--- config.mk ---
export PLATFORM = sky130hd
export DESIGN_NAME = periodic_task_tick_scheduler
export DESIGN_NICKNAME = d
export VERILOG_FILES = /design/src/rtl/ptts_pkg.sv /design/src/rtl/ptts_ram.sv /design/src/rtl/ptts_front.sv /design/src/rtl/ptts_back.sv /design/src/rtl/periodic_task_tick_scheduler.sv
export SDC_FILE = /design/constraint.sdc
export NUM_CORES = 1
export LEC_CHECK = 0
export BUFFER_PORTS_ARGS = -buffer_cell sky130_fd_sc_hd__buf_2
export CAP_MARGIN = 20
export CELL_PAD_IN_SITES_DETAIL_PLACEMENT = 1
export CELL_PAD_IN_SITES_GLOBAL_PLACEMENT = 1
export CORE_AREA = 2 2 245 247
export CTS_BUF_LIST = sky130_fd_sc_hd__clkbuf_4
export DETAILED_ROUTE_END_ITERATION = 6
export DIE_AREA = 0 0 247 249
export GPL_ROUTABILITY_DRIVEN = 0
export GPL_TIMING_DRIVEN = 0
export PLACE_DENSITY_LB_ADDON = 0.3
export SETUP_SLACK_MARGIN = 0.3
export SLEW_MARGIN = 10
export SYNTH_ARGS = -nofsm -noshare
export SYNTH_HDL_FRONTEND = slang
export SYNTH_SLANG_ARGS = --single-unit
--- constraint.sdc ---
create_clock -name clock -period 10.1 [get_ports clock]
set_clock_uncertainty 0.05 [all_clocks]
set_input_delay 1.01 -clock clock [delete_from_list [all_inputs] [get_ports clock]]
set_output_delay 1.01 -clock clock [all_outputs]
set_load 0.005 [all_outputs]
--- src/rtl/ptts_pkg.sv ---
// Package for the periodic task tick scheduler.
// Holds request and result codes, the decoded command and the back-end state type.
// No dependencies.
package ptts_pkg;

   // request codes on req_type
   localparam logic [2:0] REQ_TICK    = 3'd0;
   localparam logic [2:0] REQ_CREATE  = 3'd1;
   localparam logic [2:0] REQ_SUSPEND = 3'd2;
   localparam logic [2:0] REQ_RESUME  = 3'd3;
   localparam logic [2:0] REQ_DELETE  = 3'd4;

   // result kinds on rsp_result_kind
   localparam logic [1:0] KIND_ACK   = 2'd0;
   localparam logic [1:0] KIND_FIRED = 2'd1;
   localparam logic [1:0] KIND_IDLE  = 2'd2;

   localparam int SLOT_W      = 3;
   localparam int TIME_W      = 16;
   localparam int MAX_REPORTS = 8;
   localparam int REPORT_W    = 4;

   // command queue between front and back
   localparam int QUEUE_DEPTH = 2;
   localparam int QPTR_W      = 1;
   localparam int QCNT_W      = 2;

   typedef enum logic [2:0] {
      OP_TICK,
      OP_CREATE,
      OP_SUSPEND,
      OP_RESUME,
      OP_DELETE,
      OP_NOP,
      OP_REJECT
   } op_type;

   typedef struct packed {
      op_type              op;
      logic [SLOT_W-1:0]   slot;
      logic [TIME_W-1:0]   period;
      logic [TIME_W-1:0]   first_delay;
   } cmd_type;

   typedef enum logic [1:0] {
      ST_IDLE,
      ST_WALK,
      ST_FLUSH
   } back_state_type;

endpackage

--- src/rtl/ptts_ram.sv ---
// Generic single-write, single-read RAM with registered read data.
// No dependencies.
module ptts_ram #(
   parameter int WIDTH = 32,
   parameter int DEPTH = 8
) (
   input  logic                                      clock,
   input  logic                                      wr_en,
   input  logic [((DEPTH > 1) ? $clog2(DEPTH) : 1)-1:0] wr_addr,
   input  logic [WIDTH-1:0]                          wr_data,
   input  logic                                      rd_en,
   input  logic [((DEPTH > 1) ? $clog2(DEPTH) : 1)-1:0] rd_addr,
   output logic [WIDTH-1:0]                          rd_data
);

   logic [WIDTH-1:0] mem_ff [DEPTH];
   logic [WIDTH-1:0] rd_data_ff;

   always_ff @(posedge clock) begin
      if (wr_en) begin
         mem_ff[wr_addr] <= wr_data;
      end
      if (rd_en) begin
         rd_data_ff <= mem_ff[rd_addr];
      end
   end

   assign rd_data = rd_data_ff;

endmodule

--- src/rtl/ptts_front.sv ---
// Front end: decodes incoming requests into commands and queues them for the back end.
// Depends on ptts_pkg.
module ptts_front import ptts_pkg::*; #(
   parameter int TASK_SLOTS = 8
) (
   input  logic                clock,
   input  logic                reset,
   input  logic                req_valid,
   output logic                req_ready,
   input  logic [2:0]          req_type,
   input  logic [SLOT_W-1:0]   req_slot,
   input  logic [TIME_W-1:0]   req_period,
   input  logic [TIME_W-1:0]   req_first_delay,
   output logic                cmd_valid,
   input  logic                cmd_pop,
   output cmd_type             cmd
);

   cmd_type             q_ff [QUEUE_DEPTH];
   logic [QPTR_W-1:0]   wr_ptr_ff, wr_ptr_in;
   logic [QPTR_W-1:0]   rd_ptr_ff, rd_ptr_in;
   logic [QCNT_W-1:0]   count_ff, count_in;
   cmd_type             dec;
   logic                in_range;
   logic                push;

   assign in_range = {{(32-SLOT_W){1'b0}}, req_slot} < 32'(TASK_SLOTS);

   // classify; out-of-range slots and unknown codes only get acknowledged
   always_comb begin
      dec.slot        = req_slot;
      dec.period      = req_period;
      dec.first_delay = req_first_delay;
      unique case (req_type)
         REQ_TICK:    dec.op = OP_TICK;
         REQ_CREATE:  dec.op = in_range ? OP_CREATE  : OP_REJECT;
         REQ_SUSPEND: dec.op = in_range ? OP_SUSPEND : OP_NOP;
         REQ_RESUME:  dec.op = in_range ? OP_RESUME  : OP_NOP;
         REQ_DELETE:  dec.op = in_range ? OP_DELETE  : OP_NOP;
         default:     dec.op = OP_NOP;
      endcase
   end

   assign req_ready = count_ff != QCNT_W'(QUEUE_DEPTH);
   assign push      = req_valid && req_ready;
   assign cmd_valid = count_ff != '0;
   assign cmd       = q_ff[rd_ptr_ff];

   always_comb begin
      wr_ptr_in = push    ? wr_ptr_ff + 1'b1 : wr_ptr_ff;
      rd_ptr_in = cmd_pop ? rd_ptr_ff + 1'b1 : rd_ptr_ff;
      count_in  = count_ff;
      if (push && !cmd_pop) begin
         count_in = count_ff + 1'b1;
      end else if (!push && cmd_pop) begin
         count_in = count_ff - 1'b1;
      end
   end

   always_ff @(posedge clock) begin
      if (reset) begin
         wr_ptr_ff <= '0;
         rd_ptr_ff <= '0;
         count_ff  <= '0;
      end else begin
         wr_ptr_ff <= wr_ptr_in;
         rd_ptr_ff <= rd_ptr_in;
         count_ff  <= count_in;
      end
      if (push) begin
         q_ff[wr_ptr_ff] <= dec;
      end
   end

endmodule

--- src/rtl/ptts_back.sv ---
// Back end: executes queued commands on the slot table and drives the result register.
// Depends on ptts_pkg and ptts_ram.
module ptts_back import ptts_pkg::*; #(
   parameter int TASK_SLOTS = 8
) (
   input  logic                clock,
   input  logic                reset,
   input  logic                cmd_valid,
   output logic                cmd_pop,
   input  cmd_type             cmd,
   output logic                rsp_valid,
   input  logic                rsp_ready,
   output logic [1:0]          rsp_result_kind,
   output logic [SLOT_W-1:0]   rsp_fired_slot,
   output logic                rsp_create_status,
   output logic                rsp_last
);

   localparam int IDX_W = (TASK_SLOTS > 1) ? $clog2(TASK_SLOTS) : 1;
   localparam int CNT_W = $clog2(TASK_SLOTS + 1);

   back_state_type        state_ff, state_in;
   logic [TASK_SLOTS-1:0] valid_ff, valid_in;
   logic [TASK_SLOTS-1:0] running_ff, running_in;
   logic [CNT_W-1:0]      rd_idx_ff, rd_idx_in;
   logic                  eval_valid_ff, eval_valid_in;
   logic [IDX_W-1:0]      eval_idx_ff, eval_idx_in;
   logic                  pend_valid_ff, pend_valid_in;
   logic [SLOT_W-1:0]     pend_slot_ff, pend_slot_in;
   logic [REPORT_W-1:0]   n_ff, n_in;
   logic                  rsp_valid_ff, rsp_valid_in;
   logic [1:0]            kind_ff, kind_in;
   logic [SLOT_W-1:0]     fired_ff, fired_in;
   logic                  status_ff, status_in;
   logic                  last_ff, last_in;

   logic                  ram_wr_en, ram_rd_en;
   logic [IDX_W-1:0]      ram_wr_addr, ram_rd_addr;
   logic [2*TIME_W-1:0]   ram_wr_data, ram_rd_data;

   logic [31:0]           cmd_slot32, eval_idx32;
   logic [IDX_W-1:0]      cmd_idx;
   logic [TIME_W-1:0]     cur_cd, cur_per, new_cd;
   logic                  out_free, due, report, go;

   // period in the upper half, countdown in the lower half
   ptts_ram #(
      .WIDTH (2*TIME_W),
      .DEPTH (TASK_SLOTS)
   ) u_slot_ram (
      .clock   (clock),
      .wr_en   (ram_wr_en),
      .wr_addr (ram_wr_addr),
      .wr_data (ram_wr_data),
      .rd_en   (ram_rd_en),
      .rd_addr (ram_rd_addr),
      .rd_data (ram_rd_data)
   );

   assign cmd_slot32 = {{(32-SLOT_W){1'b0}}, cmd.slot};
   assign cmd_idx    = cmd_slot32[IDX_W-1:0];
   assign eval_idx32 = {{(32-IDX_W){1'b0}}, eval_idx_ff};
   assign out_free   = !rsp_valid_ff || rsp_ready;

   assign cur_cd  = ram_rd_data[TIME_W-1:0];
   assign cur_per = ram_rd_data[2*TIME_W-1:TIME_W];
   assign due     = running_ff[eval_idx_ff] && (cur_cd == '0) && valid_ff[eval_idx_ff];
   assign report  = due && (n_ff < REPORT_W'(MAX_REPORTS));
   // a new report pushes the held one out, which needs a free result register
   assign go      = !(report && pend_valid_ff) || out_free;

   always_comb begin
      if (cur_cd == '0) begin
         new_cd = valid_ff[eval_idx_ff] ? cur_per - 1'b1 : cur_cd;
      end else begin
         new_cd = cur_cd - 1'b1;
      end
   end

   always_comb begin
      state_in      = state_ff;
      valid_in      = valid_ff;
      running_in    = running_ff;
      rd_idx_in     = rd_idx_ff;
      eval_valid_in = eval_valid_ff;
      eval_idx_in   = eval_idx_ff;
      pend_valid_in = pend_valid_ff;
      pend_slot_in  = pend_slot_ff;
      n_in          = n_ff;
      rsp_valid_in  = rsp_valid_ff && !rsp_ready;
      kind_in       = kind_ff;
      fired_in      = fired_ff;
      status_in     = status_ff;
      last_in       = last_ff;
      cmd_pop       = 1'b0;
      ram_rd_en     = 1'b0;
      ram_rd_addr   = rd_idx_ff[IDX_W-1:0];
      ram_wr_en     = 1'b0;
      ram_wr_addr   = eval_idx_ff;
      ram_wr_data   = {cur_per, new_cd};

      unique case (state_ff)
         ST_IDLE: begin
            if (cmd_valid && cmd.op == OP_TICK) begin
               cmd_pop       = 1'b1;
               ram_rd_en     = 1'b1;
               ram_rd_addr   = '0;
               rd_idx_in     = CNT_W'(1);
               eval_valid_in = 1'b1;
               eval_idx_in   = '0;
               n_in          = '0;
               pend_valid_in = 1'b0;
               state_in      = ST_WALK;
            end else if (cmd_valid && out_free) begin
               cmd_pop      = 1'b1;
               rsp_valid_in = 1'b1;
               kind_in      = KIND_ACK;
               fired_in     = '0;
               status_in    = 1'b0;
               last_in      = 1'b1;
               case (cmd.op)
                  OP_CREATE: begin
                     if (valid_ff[cmd_idx]) begin
                        status_in = 1'b1;
                     end else begin
                        valid_in[cmd_idx]   = 1'b1;
                        running_in[cmd_idx] = 1'b1;
                        ram_wr_en           = 1'b1;
                        ram_wr_addr         = cmd_idx;
                        ram_wr_data         = {cmd.period, cmd.first_delay};
                     end
                  end
                  OP_SUSPEND: running_in[cmd_idx] = 1'b0;
                  OP_RESUME:  running_in[cmd_idx] = 1'b1;
                  OP_DELETE:  valid_in[cmd_idx]   = 1'b0;
                  OP_REJECT:  status_in           = 1'b1;
                  default:    status_in           = 1'b0;
               endcase
            end
         end

         ST_WALK: begin
            if (eval_valid_ff && go) begin
               // write back the slot under evaluation if it is running
               ram_wr_en = running_ff[eval_idx_ff];
               if (report) begin
                  pend_valid_in = 1'b1;
                  pend_slot_in  = eval_idx32[SLOT_W-1:0];
                  n_in          = n_ff + 1'b1;
                  if (pend_valid_ff) begin
                     rsp_valid_in = 1'b1;
                     kind_in      = KIND_FIRED;
                     fired_in     = pend_slot_ff;
                     status_in    = 1'b0;
                     last_in      = 1'b0;
                  end
               end
               // advance to the next slot or finish the sweep
               if (rd_idx_ff < CNT_W'(TASK_SLOTS)) begin
                  ram_rd_en   = 1'b1;
                  eval_idx_in = rd_idx_ff[IDX_W-1:0];
                  rd_idx_in   = rd_idx_ff + 1'b1;
               end else begin
                  eval_valid_in = 1'b0;
                  state_in      = ST_FLUSH;
               end
            end
         end

         ST_FLUSH: begin
            if (out_free) begin
               rsp_valid_in  = 1'b1;
               kind_in       = pend_valid_ff ? KIND_FIRED : KIND_IDLE;
               fired_in      = pend_valid_ff ? pend_slot_ff : '0;
               status_in     = 1'b0;
               last_in       = 1'b1;
               pend_valid_in = 1'b0;
               state_in      = ST_IDLE;
            end
         end

         default: state_in = ST_IDLE;
      endcase
   end

   always_ff @(posedge clock) begin
      if (reset) begin
         state_ff      <= ST_IDLE;
      end else begin
         state_ff      <= state_in;
      end
   end

   always_ff @(posedge clock) begin
      if (reset) begin
         valid_ff      <= '0;
         running_ff    <= '0;
         eval_valid_ff <= 1'b0;
         pend_valid_ff <= 1'b0;
         rsp_valid_ff  <= 1'b0;
      end else begin
         valid_ff      <= valid_in;
         running_ff    <= running_in;
         eval_valid_ff <= eval_valid_in;
         pend_valid_ff <= pend_valid_in;
         rsp_valid_ff  <= rsp_valid_in;
      end
      rd_idx_ff    <= rd_idx_in;
      eval_idx_ff  <= eval_idx_in;
      pend_slot_ff <= pend_slot_in;
      n_ff         <= n_in;
      kind_ff      <= kind_in;
      fired_ff     <= fired_in;
      status_ff    <= status_in;
      last_ff      <= last_in;
   end

   assign rsp_valid         = rsp_valid_ff;
   assign rsp_result_kind   = kind_ff;
   assign rsp_fired_slot    = fired_ff;
   assign rsp_create_status = status_ff;
   assign rsp_last          = last_ff;

endmodule

--- src/rtl/periodic_task_tick_scheduler.sv ---
// Periodic task tick scheduler, top level: a request front end and a slot-table back end.
// Depends on ptts_pkg, ptts_front, ptts_back (which uses ptts_ram).
//
// Keeps TASK_SLOTS task slots, each with valid and running marks, a 16-bit period and a
// 16-bit countdown; the slot number is the priority. Create, suspend, resume and delete
// each return one acknowledge transaction (create reports whether the slot was taken;
// out-of-range slots and unknown request codes are only acknowledged). A tick walks the
// slots from 0 upward, fires every valid running slot whose countdown is zero and reloads
// it to period minus one (period 0 reloads 65535); other running slots count down. Each
// firing returns one transaction in slot order, at most eight per tick, and a tick with no
// firing returns one idle transaction; the last transaction of each request carries
// rsp_last. The front end decodes requests into a two-entry command queue, so up to two
// requests are taken while the back end is busy. Periods and countdowns live in a RAM with
// one write and one registered read port. A non-tick request is executed directly; a tick
// starts by reading slot 0, sweeps the slots one per cycle while the result register can
// take each held firing, and ends by sending the final transaction. A stalled result
// channel holds both kinds of request.
module periodic_task_tick_scheduler import ptts_pkg::*; #(
   parameter int TASK_SLOTS = 8
) (
   input  logic                clock,
   input  logic                reset,
   input  logic                req_valid,
   output logic                req_ready,
   input  logic [2:0]          req_type,
   input  logic [SLOT_W-1:0]   req_slot,
   input  logic [TIME_W-1:0]   req_period,
   input  logic [TIME_W-1:0]   req_first_delay,
   output logic                rsp_valid,
   input  logic                rsp_ready,
   output logic [1:0]          rsp_result_kind,
   output logic [SLOT_W-1:0]   rsp_fired_slot,
   output logic                rsp_create_status,
   output logic                rsp_last
);

   logic    cmd_valid;
   logic    cmd_pop;
   cmd_type cmd;

   // decode and buffer requests
   ptts_front #(
      .TASK_SLOTS (TASK_SLOTS)
   ) u_front (
      .clock           (clock),
      .reset           (reset),
      .req_valid       (req_valid),
      .req_ready       (req_ready),
      .req_type        (req_type),
      .req_slot        (req_slot),
      .req_period      (req_period),
      .req_first_delay (req_first_delay),
      .cmd_valid       (cmd_valid),
      .cmd_pop         (cmd_pop),
      .cmd             (cmd)
   );

   // execute commands against the slot table
   ptts_back #(
      .TASK_SLOTS (TASK_SLOTS)
   ) u_back (
      .clock             (clock),
      .reset             (reset),
      .cmd_valid         (cmd_valid),
      .cmd_pop           (cmd_pop),
      .cmd               (cmd),
      .rsp_valid         (rsp_valid),
      .rsp_ready         (rsp_ready),
      .rsp_result_kind   (rsp_result_kind),
      .rsp_fired_slot    (rsp_fired_slot),
      .rsp_create_status (rsp_create_status),
      .rsp_last          (rsp_last)
   );

   // only an acknowledge can carry a create status
   a_status_only_on_ack: assert property (@(posedge clock) disable iff (reset)
      rsp_valid && rsp_result_kind != KIND_ACK |-> !rsp_create_status)
      else $error("create status set on a non-acknowledge transaction");

   // fired slot is zero unless a task fired
   a_slot_only_on_fire: assert property (@(posedge clock) disable iff (reset)
      rsp_valid && rsp_result_kind != KIND_FIRED |-> rsp_fired_slot == '0)
      else $error("fired slot set on a non-firing transaction");

   // an idle tick and an acknowledge each close their request
   a_single_results_last: assert property (@(posedge clock) disable iff (reset)
      rsp_valid && (rsp_result_kind == KIND_IDLE || rsp_result_kind == KIND_ACK)
      |-> rsp_last)
      else $error("single-result transaction without last");

   // a command is never taken from an empty queue
   a_no_pop_when_empty: assert property (@(posedge clock) disable iff (reset)
      cmd_pop |-> cmd_valid)
      else $error("command popped from an empty queue");

endmodule
==> run summary <==
WS Path Type: flop to flop
post-layout net count: 1,470
Residual DRC: 0
worst hold path type: input port to flop
Worst Hold Path EP: u_front.q_ff[0][33]$_DFFE_PP_
ranking of synthesized cells by area: edfxtp_1, dfxtp_1, mux2i_1
GRT overflow: 0
Via Count: 11,900
die area: 61,500 um2
initial antenna violation count: 2
CP startpoint: u_back.state_ff[1]$_SDFFE_PP0P_
post-synth design cell area: 17,500 um2
sequential area share after synthesis: 0.690
clock edge transition at the registers on the reported setup and hold paths: 70 ps
IO Pins: 51
Via density: 5.24
Area after DPL: 19,300 um2
hold path cells: 1
Setup-failing EPs final: 0
Syn. warnings: 0
PortBufs: 50
first-pass GRT wire length: 78.3 mm
DR iter-0 viols: 937
row cnt: 89
Final Cell Area: 20,700 um2
final wirelength: 52.9 mm
worst IR drop on VDD: 0.101 mV
hold_sp: req_slot[1]
share of the synthesized area in the top cell type: 0.661
TritonRoute pass-1 iters: 5
pre-CTS setup slack: 5800 ps
RR Endpoint: u_back.u_slot_ram.mem_ff[7][17]$_DFFE_PP_
worst relative slew slack: 0.233
Req. time, crit path: 10,580 ps
Post-Syn Nets: 1,290
Power Density: 235 nW/um2
RSZ-0062 raised after global routing: no
Post-CTS Hold Buffers: 0
clock latency on the worst-skew pair: 910 ps
htree depth: 3
Area Growth Syn to Fin: 18.0%
total power: 0.00485 W
final hold violation count: 0
fin. max-slew vios: 0
min Tclk post-route: 4320 ps
Final Cycle Share: 0.428
max_cap viols: 0
vias in the first global route: 12,400
ys flop type: edfxtp_1
post-route setup TNS: 0 ps
layout cells sized above 1: 0.207
Num Clock Sinks: 411
status: complete, no violations
Leak: 6.71 nW
CP max FO: 19
postcts setup bufs: 0
Synth async-reset ratio: 0
Post-synth EDFFs: 385
FF-to-FF path depth: 8
Fin Hold WS: 240 ps
Final WS setup: 5780 ps
most frequent cell after synthesis: edfxtp_1
synth unique cells: 77
reg2reg start: u_back.state_ff[1]$_SDFFE_PP0P_
Initial Util: 0.298
crit path launch type: flop
crit path DAT: 4800 ps
Root Driver: clkbuf_4
area of the core: 58,700 um2
reg2reg setup slack: 5780 ps
Max Root-Sink Buffers: 3
Avg WL per Cell: 23.3 um
Worst Setup End Kind: flop
CTS tree: built
measured slew at the worst slew-check pin: 1140 ps
Synth Register Bits: 411
Post-CTS Resized: 0
die width: 247 um
largest net degree at the start of global routing: 33
maximum clock rate: 231 MHz
die height: 249 um
Post-Synthesis Cells: 1,238
syn avg cell area: 14.1 um2
Synth top cells by count: edfxtp_1, nor2_1, nand2_1, a31oi_1, a21oi_1
final HPWL from detailed placement: 35.8 mm
Overall Global Routing Usage: 0.171
CTS Buf Count: 109
Yosys top cell by area: edfxtp_1
Routed Antenna Nets: 0
[kinds of logic after synthesis]
| family | share of synthesized area |
|---|---|
| flops | 0.690 |
| fa+ha+maj | 0.00715 |
| mux | 0.0465 |
| xor+xnor | 0.0120 |
| buf+inv | 0.0301 |
| compound gates | 0.120 |
| simple gates | 0.0942 |
[flip-flops by register name, summed over array words and instances, names as in the netlist, 2 cells and up, named ones only]
name / flops
u_back.rsp_result_kind: 2
u_back.rsp_fired_slot: 3
u_back.rd_idx_ff: 4
u_back.n_ff: 4
u_back.eval_idx_ff: 3
u_front.count_ff: 2
u_back.u_slot_ram.mem_ff: 256
u_back.pend_slot_ff: 3
u_front.q_ff: 76
u_back.state_ff: 2
u_back.u_slot_ram.rd_data: 32
[stage by stage]
stage | instances | util
floorplan | 1238 | -
global placement | 2061 | 0.319
detailed placement | 2080 | 0.328
CTS | 2269 | 0.352
global route | 2275 | 0.352
finish | 2275 | 0.352
[placed cells by master, fill, tap and decap left out, drive strengths merged, types with 8 or more instances in the layout]
cell,count
a21oi,56
a222oi,31
a31oi,58
and2,10
buf,91
clkbuf,219
clkinv,19
dfxtp,26
edfxtp,385
ha,10
inv,45
mux2,14
mux2i,51
nand2,69
nand3,44
nand3b,9
nand4,19
nor2,71
nor3,44
nor3b,8
nor4,8
o21ai,26
o221ai,31
o32ai,30
xnor2,11
xor2,13
[worst max-delay path, stage by stage (launching register included)]
cell and delay [ps]:
dfxtp_1 330, inv_1 130, ha_1 160, clkbuf_1 360
o21ai_0 400, nor3_1 1010, nand3_1 550, mux2_2 700
buf_12 260
[metal layers]
metal  vias to the layer above  wire (um)  GRT usage
met2                       352      24800      0.273
met5                         -          0          0
met4                         0       1090     0.0506
met1                      6092      24200      0.231
li1                       5392          -          -
met3                        83       2840     0.0404
[worst max-delay path by stage]
stage	endpoint	slack [ps]	depth (start not counted)
6_report	u_back.u_slot_ram.mem_ff[7][17]$_DFFE_PP_	5780	8
3_3_place_gp	u_back.u_slot_ram.mem_ff[4][16]$_DFFE_PP_	2000	7
2_1_floorplan	u_back.u_slot_ram.mem_ff[0][0]$_DFFE_PP_	5390	6
5_1_grt	u_back.u_slot_ram.mem_ff[7][22]$_DFFE_PP_	5520	8
3_5_place_dp	u_back.u_slot_ram.mem_ff[7][14]$_DFFE_PP_	5800	8
4_1_cts	u_back.u_slot_ram.mem_ff[7][22]$_DFFE_PP_	5730	8
[layout make-up]
class | count | area [um2]
multi-input combinational | 710 | 4990
buffer | 74 | 365
timing repair buffer | 69 | 706
inverter | 43 | 161
clock inverter | 22 | 110
fill | 6225 | 38000
antenna | 6 | 15.0
sequential | 411 | 12100
clock buffer | 167 | 1250
tap | 773 | 967
[power by group]
part	total (W)	switching [W]	internal, W
Sequential	0.00221	0.0000926	0.00212
Clock	0.00145	0.000681	0.000769
Combinational	0.00119	0.000809	0.000381
Total	0.00485	0.00158	0.00327
(Power assumes the default switching activity.)
